File: src/sv/bfha_pkg.sv
// Shared types and constants for the best-fit heap allocator.
// Segment table entry layout, status codes and controller states.
// No dependencies.
`timescale 1ns / 1ps
`default_nettype none
package bfha_pkg;

  localparam int ADDR_W = 21;
  localparam int SPLIT_SLACK = 4;

  typedef struct packed {
    logic [ADDR_W-1:0] start;
    logic [ADDR_W-1:0] size;
    logic              free;
  } seg_t;

  typedef enum logic [1:0] {
    STAT_OK      = 2'd0,
    STAT_NOFIT   = 2'd1,
    STAT_FULL    = 2'd2,
    STAT_UNKNOWN = 2'd3
  } status_t;

  typedef enum logic [0:0] {
    FUNC_ALLOC = 1'b0,
    FUNC_FREE  = 1'b1
  } func_t;

  typedef enum logic [3:0] {
    S_IDLE,
    S_SCAN_RD,
    S_SCAN_EV,
    S_DECIDE,
    S_SH_RD,
    S_SH_WR,
    S_WR_NEW,
    S_WR_BEST,
    S_CO_RD,
    S_CO_EV,
    S_CO_LAST,
    S_DONE
  } state_t;

endpackage
`default_nettype wire

File: src/sv/best_fit_heap_allocator_unit.sv
// Best-fit heap allocator top level: segment table memory and its sequencer.
// Depends on bfha_pkg.
`timescale 1ns / 1ps
`default_nettype none
// Keeps an address-ordered table of heap segments in one synchronous RAM of
// MAX_BLOCKS entries. One request is handled at a time; s_tready is high only
// while the sequencer is idle and out of reset. Every entry step is a RAM
// read, then an evaluate. An allocate runs the best-fit scan over the N live
// segments, the decision, the write-back and the output load. A split adds
// a write of the new entry and moves each entry above it up to open its slot.
// A free runs an address lookup over the table, then a merge pass that
// compacts it. A failed allocate or an unknown free address goes from the
// decision straight to the output load, and a null free skips the table.
// The result sits in an output register and is held until taken.
module best_fit_heap_allocator_unit
  import bfha_pkg::*;
#(
  parameter int HEAP_BYTES   = 1048576,
  parameter int HEADER_BYTES = 12,
  parameter int MAX_BLOCKS   = 64
) (
  input  wire logic        clk,
  input  wire logic        rst,
  input  wire logic        s_tvalid,
  output logic             s_tready,
  input  wire logic [47:0] s_tdata,   // req_size[20:0], block_addr[41:21], zero pad
  input  wire logic [0:0]  s_tuser,   // func
  output logic             m_tvalid,
  input  wire logic        m_tready,
  output logic [23:0]      m_tdata    // result_addr[20:0], status[22:21], zero pad
);

  localparam int IW = $clog2(MAX_BLOCKS);
  localparam int CW = $clog2(MAX_BLOCKS + 1);
  localparam logic [ADDR_W-1:0] HDR = ADDR_W'(HEADER_BYTES);
  localparam logic [ADDR_W-1:0] INIT_SIZE = ADDR_W'(HEAP_BYTES - HEADER_BYTES);

  seg_t mem [MAX_BLOCKS];
  seg_t rdata;
  seg_t wdata;
  logic we;
  logic [IW-1:0] waddr;
  logic [IW-1:0] rd_addr;

  state_t state, state_next;

  func_t             func;
  logic [ADDR_W-1:0] req;
  logic [ADDR_W-1:0] addr;
  logic [CW-1:0]     seg_count;
  logic [CW-1:0]     idx;
  logic              found;
  logic [IW-1:0]     best;
  logic [ADDR_W-1:0] best_start;
  logic [ADDR_W-1:0] best_size;
  logic [IW-1:0]     k;
  logic [IW-1:0]     w;
  logic              have_acc;
  seg_t              acc;
  logic [ADDR_W-1:0] res_addr;
  status_t           res_status;

  logic  accept;
  logic  split;
  logic  fits;
  logic  hit;
  logic  merge;
  seg_t  co_ent;
  seg_t  new_ent;
  logic  out_load;

  assign accept   = s_tvalid && s_tready;
  assign out_load = (state == S_DONE) && (!m_tvalid || m_tready);

  assign split = {2'b00, best_size} >
                 ({2'b00, req} + (ADDR_W+2)'(HEADER_BYTES) + (ADDR_W+2)'(SPLIT_SLACK));
  assign fits  = rdata.free && (rdata.size >= req) && (!found || rdata.size < best_size);
  assign hit   = !found && ((rdata.start + HDR) == addr);

  always_comb begin
    co_ent = rdata;
    if (idx[IW-1:0] == best) begin
      co_ent.free = 1'b1;
    end
  end
  assign merge = have_acc && acc.free && co_ent.free;

  assign new_ent.start = best_start + HDR + req;
  assign new_ent.size  = best_size - req - HDR;
  assign new_ent.free  = 1'b1;

  // next state
  always_comb begin
    state_next = state;
    unique case (state)
      S_IDLE: begin
        if (s_tvalid) begin
          if (s_tuser[0] == FUNC_FREE && s_tdata[41:21] == '0) begin
            state_next = S_DONE;
          end else begin
            state_next = S_SCAN_RD;
          end
        end
      end
      S_SCAN_RD: state_next = S_SCAN_EV;
      S_SCAN_EV: begin
        if (idx + CW'(1) == seg_count) begin
          state_next = S_DECIDE;
        end else begin
          state_next = S_SCAN_RD;
        end
      end
      S_DECIDE: begin
        if (!found) begin
          state_next = S_DONE;
        end else if (func == FUNC_FREE) begin
          state_next = S_CO_RD;
        end else if (split && seg_count == CW'(MAX_BLOCKS)) begin
          state_next = S_DONE;
        end else if (split) begin
          if (seg_count[IW-1:0] > best + IW'(1)) begin
            state_next = S_SH_RD;
          end else begin
            state_next = S_WR_NEW;
          end
        end else begin
          state_next = S_WR_BEST;
        end
      end
      S_SH_RD: state_next = S_SH_WR;
      S_SH_WR: begin
        if (k - IW'(1) > best + IW'(1)) begin
          state_next = S_SH_RD;
        end else begin
          state_next = S_WR_NEW;
        end
      end
      S_WR_NEW:  state_next = S_WR_BEST;
      S_WR_BEST: state_next = S_DONE;
      S_CO_RD:   state_next = S_CO_EV;
      S_CO_EV: begin
        if (idx + CW'(1) == seg_count) begin
          state_next = S_CO_LAST;
        end else begin
          state_next = S_CO_RD;
        end
      end
      S_CO_LAST: state_next = S_DONE;
      S_DONE: begin
        if (!m_tvalid || m_tready) begin
          state_next = S_IDLE;
        end
      end
      default: state_next = S_IDLE;
    endcase
  end

  // memory control outputs
  always_comb begin
    s_tready = (state == S_IDLE) && !rst;
    we       = 1'b0;
    waddr    = '0;
    wdata    = acc;
    rd_addr  = '0;
    unique case (state)
      S_SCAN_RD: rd_addr = idx[IW-1:0];
      S_SH_RD:   rd_addr = k - IW'(1);
      S_CO_RD:   rd_addr = idx[IW-1:0];
      S_SH_WR: begin
        we    = 1'b1;
        waddr = k;
        wdata = rdata;
      end
      S_WR_NEW: begin
        we    = 1'b1;
        waddr = best + IW'(1);
        wdata = new_ent;
      end
      S_WR_BEST: begin
        we          = 1'b1;
        waddr       = best;
        wdata.start = best_start;
        wdata.size  = split ? req : best_size;
        wdata.free  = 1'b0;
      end
      S_CO_EV: begin
        we    = have_acc && !merge;
        waddr = w;
        wdata = acc;
      end
      S_CO_LAST: begin
        we    = 1'b1;
        waddr = w;
        wdata = acc;
      end
      default: ;
    endcase
    if (rst) begin
      we          = 1'b1;
      waddr       = '0;
      wdata.start = '0;
      wdata.size  = INIT_SIZE;
      wdata.free  = 1'b1;
    end
  end

  always_ff @(posedge clk) begin
    if (we) begin
      mem[waddr] <= wdata;
    end
    rdata <= mem[rd_addr];
  end

  always_ff @(posedge clk) begin
    if (rst) begin
      state     <= S_IDLE;
      seg_count <= CW'(1);
      m_tvalid  <= 1'b0;
    end else begin
      state <= state_next;
      if (out_load) begin
        m_tvalid <= 1'b1;
      end else if (m_tready) begin
        m_tvalid <= 1'b0;
      end
      if (state == S_WR_NEW) begin
        seg_count <= seg_count + CW'(1);
      end
      if (state == S_CO_LAST) begin
        seg_count <= CW'(w) + CW'(1);
      end
    end
  end

  always_ff @(posedge clk) begin
    if (out_load) begin
      m_tdata <= {1'b0, res_status, res_addr};
    end
    unique case (state)
      S_IDLE: begin
        if (accept) begin
          func       <= func_t'(s_tuser[0]);
          req        <= s_tdata[20:0];
          addr       <= s_tdata[41:21];
          idx        <= '0;
          found      <= 1'b0;
          res_addr   <= '0;
          res_status <= STAT_OK;
        end
      end
      S_SCAN_EV: begin
        if (func == FUNC_ALLOC ? fits : hit) begin
          found      <= 1'b1;
          best       <= idx[IW-1:0];
          best_start <= rdata.start;
          best_size  <= rdata.size;
        end
        idx <= idx + CW'(1);
      end
      S_DECIDE: begin
        k        <= seg_count[IW-1:0];
        idx      <= '0;
        w        <= '0;
        have_acc <= 1'b0;
        if (!found) begin
          res_status <= (func == FUNC_FREE) ? STAT_UNKNOWN : STAT_NOFIT;
        end else if (func == FUNC_ALLOC) begin
          if (split && seg_count == CW'(MAX_BLOCKS)) begin
            res_status <= STAT_FULL;
          end else begin
            res_addr <= best_start + HDR;
          end
        end
      end
      S_SH_WR: k <= k - IW'(1);
      S_CO_EV: begin
        have_acc <= 1'b1;
        if (merge) begin
          acc.size <= acc.size + co_ent.size + HDR;
        end else begin
          acc <= co_ent;
          if (have_acc) begin
            w <= w + IW'(1);
          end
        end
        idx <= idx + CW'(1);
      end
      default: ;
    endcase
  end

endmodule
`default_nettype wire

File: config.mk
export PLATFORM = sky130hd
export DESIGN_NAME = best_fit_heap_allocator_unit
export DESIGN_NICKNAME = d
export VERILOG_FILES = /design/src/sv/bfha_pkg.sv /design/src/sv/best_fit_heap_allocator_unit.sv
export SDC_FILE = /design/constraint.sdc
export NUM_CORES = 2
export LEC_CHECK = 0
export BUFFER_PORTS_ARGS = -buffer_cell sky130_fd_sc_hd__clkbuf_2
export CORE_ASPECT_RATIO = 1.5
export CORE_UTILIZATION = 30
export DETAILED_ROUTE_END_ITERATION = 10
export SETUP_SLACK_MARGIN = 0.1
export SYNTH_ARGS = -nofsm -noshare
export SYNTH_HDL_FRONTEND = slang
export SYNTH_SLANG_ARGS = --single-unit
File: constraint.sdc
create_clock -name clk -period 7.9 [get_ports clk]
set_input_delay 0.79 -clock clk [delete_from_list [all_inputs] [get_ports clk]]
set_output_delay 0.79 -clock clk [all_outputs]
set_load 0.03 [all_outputs]
=== After elaboration in Yosys (flattened, before gate mapping) ===
Memory sizes are Yosys's and may differ from the RTL's. A register that Yosys moved wholly into a read port is not among the register bits.
Cells that the tools add are included.

* Register bits after elaboration: 213
* RAM bits: 2,752
* Input port bits: 53
* Output and inout bits: 26
* Word-level logic and storage cells: 158
* Memories kept: 1

* Add/sub/neg operators: 15
* Order comparisons: 5
* Eq/ne operators: 26
* Muxes and demuxes: 50
* Bitwise gates (word level): 1
* Reductions and logical operators: 40

{| class="wikitable"
|+ Memory list
! memory !! words !! bits a word !! read ports !! clocked after Yosys merged registers in !! wr ports !! RTL line !! RTL
|-
| mem || 64 || 43 || 1 || 1 || 1 || best_fit_heap_allocator_unit.sv:38 || <nowiki>seg_t mem [MAX_BLOCKS];</nowiki>
|}

{| class="wikitable"
|+ Operator list
! operator !! number
|-
| case mux 43 bit (3 select lines) || 1
|-
| two-way mux 21 bit || 6
|-
| adder 21 x 4 -> 21 bit (second input constant) || 3
|-
| case mux 4 bit (11 select lines) || 1
|-
| two-way mux 43 bit || 1
|-
| adder 21 bit || 2
|-
| case mux 21 bit (2 select lines) || 1
|-
| case mux 6 bit (2 select lines) || 3
|-
| two-way mux 4 bit || 7
|-
| case mux 6 bit (4 select lines) || 1
|-
| adder 22 x 3 -> 23 bit (second input constant) || 1
|-
| greater-than comparator 21 x 23 -> 1 bit || 1
|-
| adder 21 x 4 -> 22 bit (second input constant) || 1
|-
| == test 21 bit || 1
|-
| greater-or-equal comparator 21 bit || 1
|-
| logical NOT 21 bit || 1
|-
| less-than comparator 21 bit || 1
|-
| two-way mux 7 bit || 3
|-
| case mux 7 bit (3 select lines) || 1
|-
| subtractor 21 bit || 1
|-
| subtractor 21 x 4 -> 21 bit (second input constant) || 1
|-
| two-way mux 2 bit || 9
|-
| two-way mux 6 bit || 3
|-
| == test 4 x 3 -> 1 bit (second input constant) || 4
|-
| other kinds (30) || 82
|}

=== Longest topological paths before layout ===
* Word-level depth: 9
* Depth in mapped cells: 16
* Gate-level depth less buffers: 15

=== Least setup slack after synthesis ===
No wires, ideal clock.

* Kind: reg-to-reg
* Start: register req[6]
* End: memory mem[0][4] in the netlist's numbering, data pin
* Library setup time: 0.739 ns
* Arrival: 6.017 ns
* Required time: 7.161 ns
* Path slack: 1.144 ns
* Cell stages (with the launch flop): 16
* Path buffers: 1
* Clock period less this slack: 6.756 ns
* Cell sequence: edfxtp_1 -> and4_1 -> nand3_1 -> or4_1 -> nor3_1 -> nand3_1 -> xnor2_1 -> ha_1 -> or3_1 -> o211ai_1 -> a22oi_1 -> and2_1 -> buf_1 -> a21oi_1 -> o21ai_0 -> a221oi_1

{| class="wikitable"
|+ RTL lines
! element !! RTL line !! RTL
|-
| start, declared || best_fit_heap_allocator_unit.sv:48 || <nowiki>logic [ADDR_W-1:0] req;</nowiki>
|-
| start signal, assigned || best_fit_heap_allocator_unit.sv:243 || <nowiki>req <= s_tdata[20:0];</nowiki>
|-
| end, declared || best_fit_heap_allocator_unit.sv:38 ||
|}

==> run_results.csv <==
group,metric,value,unit
drt,drc,0,
pwr,peakVddDrop,0.165,mV
worst_setup_path,critPathBufInv,1,
worst_setup_path,path_class,"flip-flop to flip-flop",
logic_synthesis,netlist_top_cells_count,"edfxtp_1, nand2_1, nand3_1",
worst_setup_path,cp_cell_sequence,"and4_1 > nand3_1 > or4_1 > nor3_1 > nand3_1 > xnor2_1 > ha_1 > and4_1 > nand3_1 > nor3_1 > a22oi_1 > nand2_1 > nor2_1 > a21oi_1 > o22ai_4 > buf_4",
sta,finalClockSkew,66.6,ps
sta,finalSetupViolCount,0,
grt,antenna_found_initial,5,
pwr,total_power,34300,uW
drt,dr.pass1.iters,10,
logic_synthesis,yosysMostFrequentCell,"edfxtp_1",
sta,hold_viol_final,0,
layout,area_delta_synth_final,13.9,%
logic_synthesis,synth_top_area_share,0.720,
sta,holdWs,69.5,ps
worst_setup_path,cp.depth,16,
grt,grt_max_degree,157,
run,cap_violations,0,
worst_setup_path,cp-start-kind,"flip-flop",
worst_setup_path,crit_path_frequent_cell,"nand3_1",
drt,ant_nets,0,
sta,min_period,6270,ps
grt,grt_pass1_wl,526000,um
min_path,min_path_type,"input port to flip-flop",
clock_tree,cts_inserted_buffers,271,
logic_synthesis,ys.flop_type,"edfxtp_1",
worst_setup_path,ff2ff_path_depth,16,
logic_synthesis,syn-mean-instance-area,15.2,um^2
logic_synthesis,yosys.area_share.simple,0.0849,
clock_tree,post-cts-setup-buffers,0,
sta,timing.final.crit_share,0.793,
floorplanning,die_w,525,um
floorplanning,num_rows,287,
worst_setup_path,timing.rr.end,"mem[43][10]",
floorplanning,start_util,0.302,
drt,vias,73300,
sta,max_slew.worst_pin.slew,1350,ps
floorplanning,coreArea,408000,um^2
layout,n_fill_cell,38400,
logic_synthesis,synthMuxAreaShare,0.0681,
placement,port_buffers,71,
logic_synthesis,synth_area_leader_cell,"edfxtp_1",
pwr,power_density,245,nW/um^2
sta,fin_setup_tns,0,ps
pwr,p_leak,0.0451,uW
worst_setup_path,max_stage_delay,970,ps
worst_setup_path,cpLargestDelayFamily,"simple AND/OR/NAND/NOR gates",
worst_setup_path,cp.required,8630,ps
logic_synthesis,async_flop_share,0,
placement,gp_congestion,0.907,
clock_tree,cts_buffer_depth,4,
clock_tree,root_buffer,"clkbuf_16",
floorplanning,io_pins,79,
logic_synthesis,synth_edf_count,2953,
clock_tree,h-tree-depth,5,
clock_tree,clock_sinks,3008,
logic_synthesis,synthCells,8104,
logic_synthesis,ys_seq_elements,3008,
logic_synthesis,synth-compound-area-share,0.0683,
layout,drive_gt1_frac,0.129,
sta,slew_violations,0,
worst_setup_path,reg2reg_setup_slack,1630,ps
sta,relSlewSlack,0.0999,
floorplanning,die_area,413000,um^2
logic_synthesis,synth-xor-area-share,0.0100,
logic_synthesis,synth.top_cells.by_area,"edfxtp_1, mux4_2, nand2_1, mux2i_1, ha_1",
grt,grt_pass1_vias,73700,
worst_setup_path,cp.arrival,7000,ps
floorplanning,die_h,787,um
layout,fin_cells,13800,
worst_setup_path,crit_start,"req[6]",
clock_tree,clk_pin_slew_worst_paths,60,ps
logic_synthesis,syn_nets,8338,
clock_tree,hold_buffers,0,
sta,fmax,160,MHz
layout,num-nets-final,8430,
grt,track_usage,0.175,
drt,wirelength,371000,um
drt,drtIter0Drc,7439,
worst_setup_path,cp-end-kind,"flip-flop",
grt,grt-ovfl-total,0,
placement,hpwl,222000,um
logic_synthesis,ys_types,81,
status,status,"completed",
logic_synthesis,synth_top_family_by_area,"simple AND/OR/NAND/NOR gates",
sta,grt_setup_unrepaired,"no",
clock_tree,post_cts_resize_count,0,
worst_setup_path,crit_fanout,39,
logic_synthesis,synth_warnings,0,
drt,drt-wirelength-per-cell,26.9,um
worst_setup_path,crit_slowest_cell,"o22ai_4",
logic_synthesis,synth_area,123000,um^2
worst_setup_path,critPathCapture,"mem[43][10]",
clock_tree,clk_latency,910,ps
clock_tree,cts_tree,"yes",
logic_synthesis,synthAdderAreaFrac,0.0187,
placement,dpl.cell_count,13300,
logic_synthesis,seq_area_frac_synth,0.729,
worst_setup_path,r2r_start,"req[6]",
drt,post_drt_via_cell_ratio,5.33,
-- power by group --
part	total, uW	switching [uW]	internal [uW]	leakage (uW)
sequential	18000	390	17600	0.0271
combinational	3060	1980	1080	0.0137
clock	13300	5970	7310	0.00427
-- per-stage QoR --
step                instance area [um^2]  worst slack [ps]   util
CTS                               140000              1630  0.344
finish                            140000              1630  0.344
global route                      140000              1330  0.344
global placement                  132000              1560  0.322
detailed placement                132000              1680  0.322
floorplan                         123000              1140      -
-- worst register-to-register path, stage by stage, from the launching register on --
cell and delay [ps]:
edfxtp_1 640, and4_1 330, nand3_1 90, or4_1 510, nor3_1 410, nand3_1 150
xnor2_1 200, ha_1 260, and4_1 200, nand3_1 100, nor3_1 60, a22oi_1 190
nand2_1 580, nor2_1 790, a21oi_1 240, o22ai_4 970, buf_4 390
-- worst min-delay path by stage --
stage          slack, ps     endpoint  cells after the start         start
2_1_floorplan        400   m_tdata[0]                      0   res_addr[0]
6_report              70       req[1]                      1    s_tdata[1]
3_3_place_gp         420   m_tdata[2]                      0   res_addr[2]
4_1_cts               20       req[1]                      1    s_tdata[1]
5_1_grt               60       req[1]                      1    s_tdata[1]
3_5_place_dp         400  m_tdata[17]                      0  res_addr[17]
-- final cells by class --
type	count	area [um^2]	area share
Sequential cell	3008	89800	0.640
Multi-Input combinational cell	4510	31900	0.227
Clock buffer	343	7300	0.0521
Tap cell	5346	6690	0.0477
Timing Repair Buffer	281	2680	0.0191
Clock inverter	142	1420	0.0101
Inverter	124	465	0.00332
Antenna cell	5	12.5	0.0000892
-- sequential cells by signal, indices dropped and copies added, names as in the netlist, 23 cells and up --
signal	cells
acc	43
m_tdata	23
co_ent	42
mem	2752
-- cell usage in the layout, fill, tap and decap left out, types with 29 or more instances in the layout --
cell,synthesis,layout
xor2_1,66,66
o21a_1,42,41
buf_12,0,60
dfxtp_1,55,54
a211oi_1,147,143
buf_4,7,150
nand3_1,388,386
nor2_1,212,140
nand4_1,29,29
nor4_1,30,30
a21o_1,34,34
nor2_4,0,68
o22ai_1,77,75
clkbuf_2,1,70
clkinv_1,0,35
mux4_2,248,248
a21oi_1,385,384
nor3_1,74,70
xnor2_1,75,75
a311oi_1,48,36
clkbuf_1,240,54
clkinv_2,0,55
ha_1,176,176
o2111ai_1,40,40
edfxtp_1,2953,2953
inv_1,124,123
o21ai_0,155,155
a22oi_1,54,54
nand2_1,1378,1372
and3_1,125,125
clkbuf_16,0,277
a31oi_1,49,45
o221ai_1,93,93
mux2i_1,270,270
-- logic make-up (layout without fill, tap and decap cells) --
kind of cell               Yosys count  in the layout
and+or+nand+nor                   2381           2381
xor gates and xnor gates           141            141
DFF                               3008           3008
buffers and inverters              586            890
muxes                              527            527
AOI/OAI and AO/OA                 1279           1279
adders and majority gates          181            181
other                                1              6
-- per-layer routing --
| layer | vias to the layer above | wire, um | track usage |
|---|---|---|---|
| li1 | 31400 | - | - |
| met1 | 37900 | 131000 | 0.195 |
| met2 | 3099 | 193000 | 0.317 |
| met3 | 903 | 23200 | 0.0237 |
| met4 | 2 | 23700 | 0.101 |
| met5 | - | 13 | 0 |
Note: power is estimated with default switching activity, not from simulation.
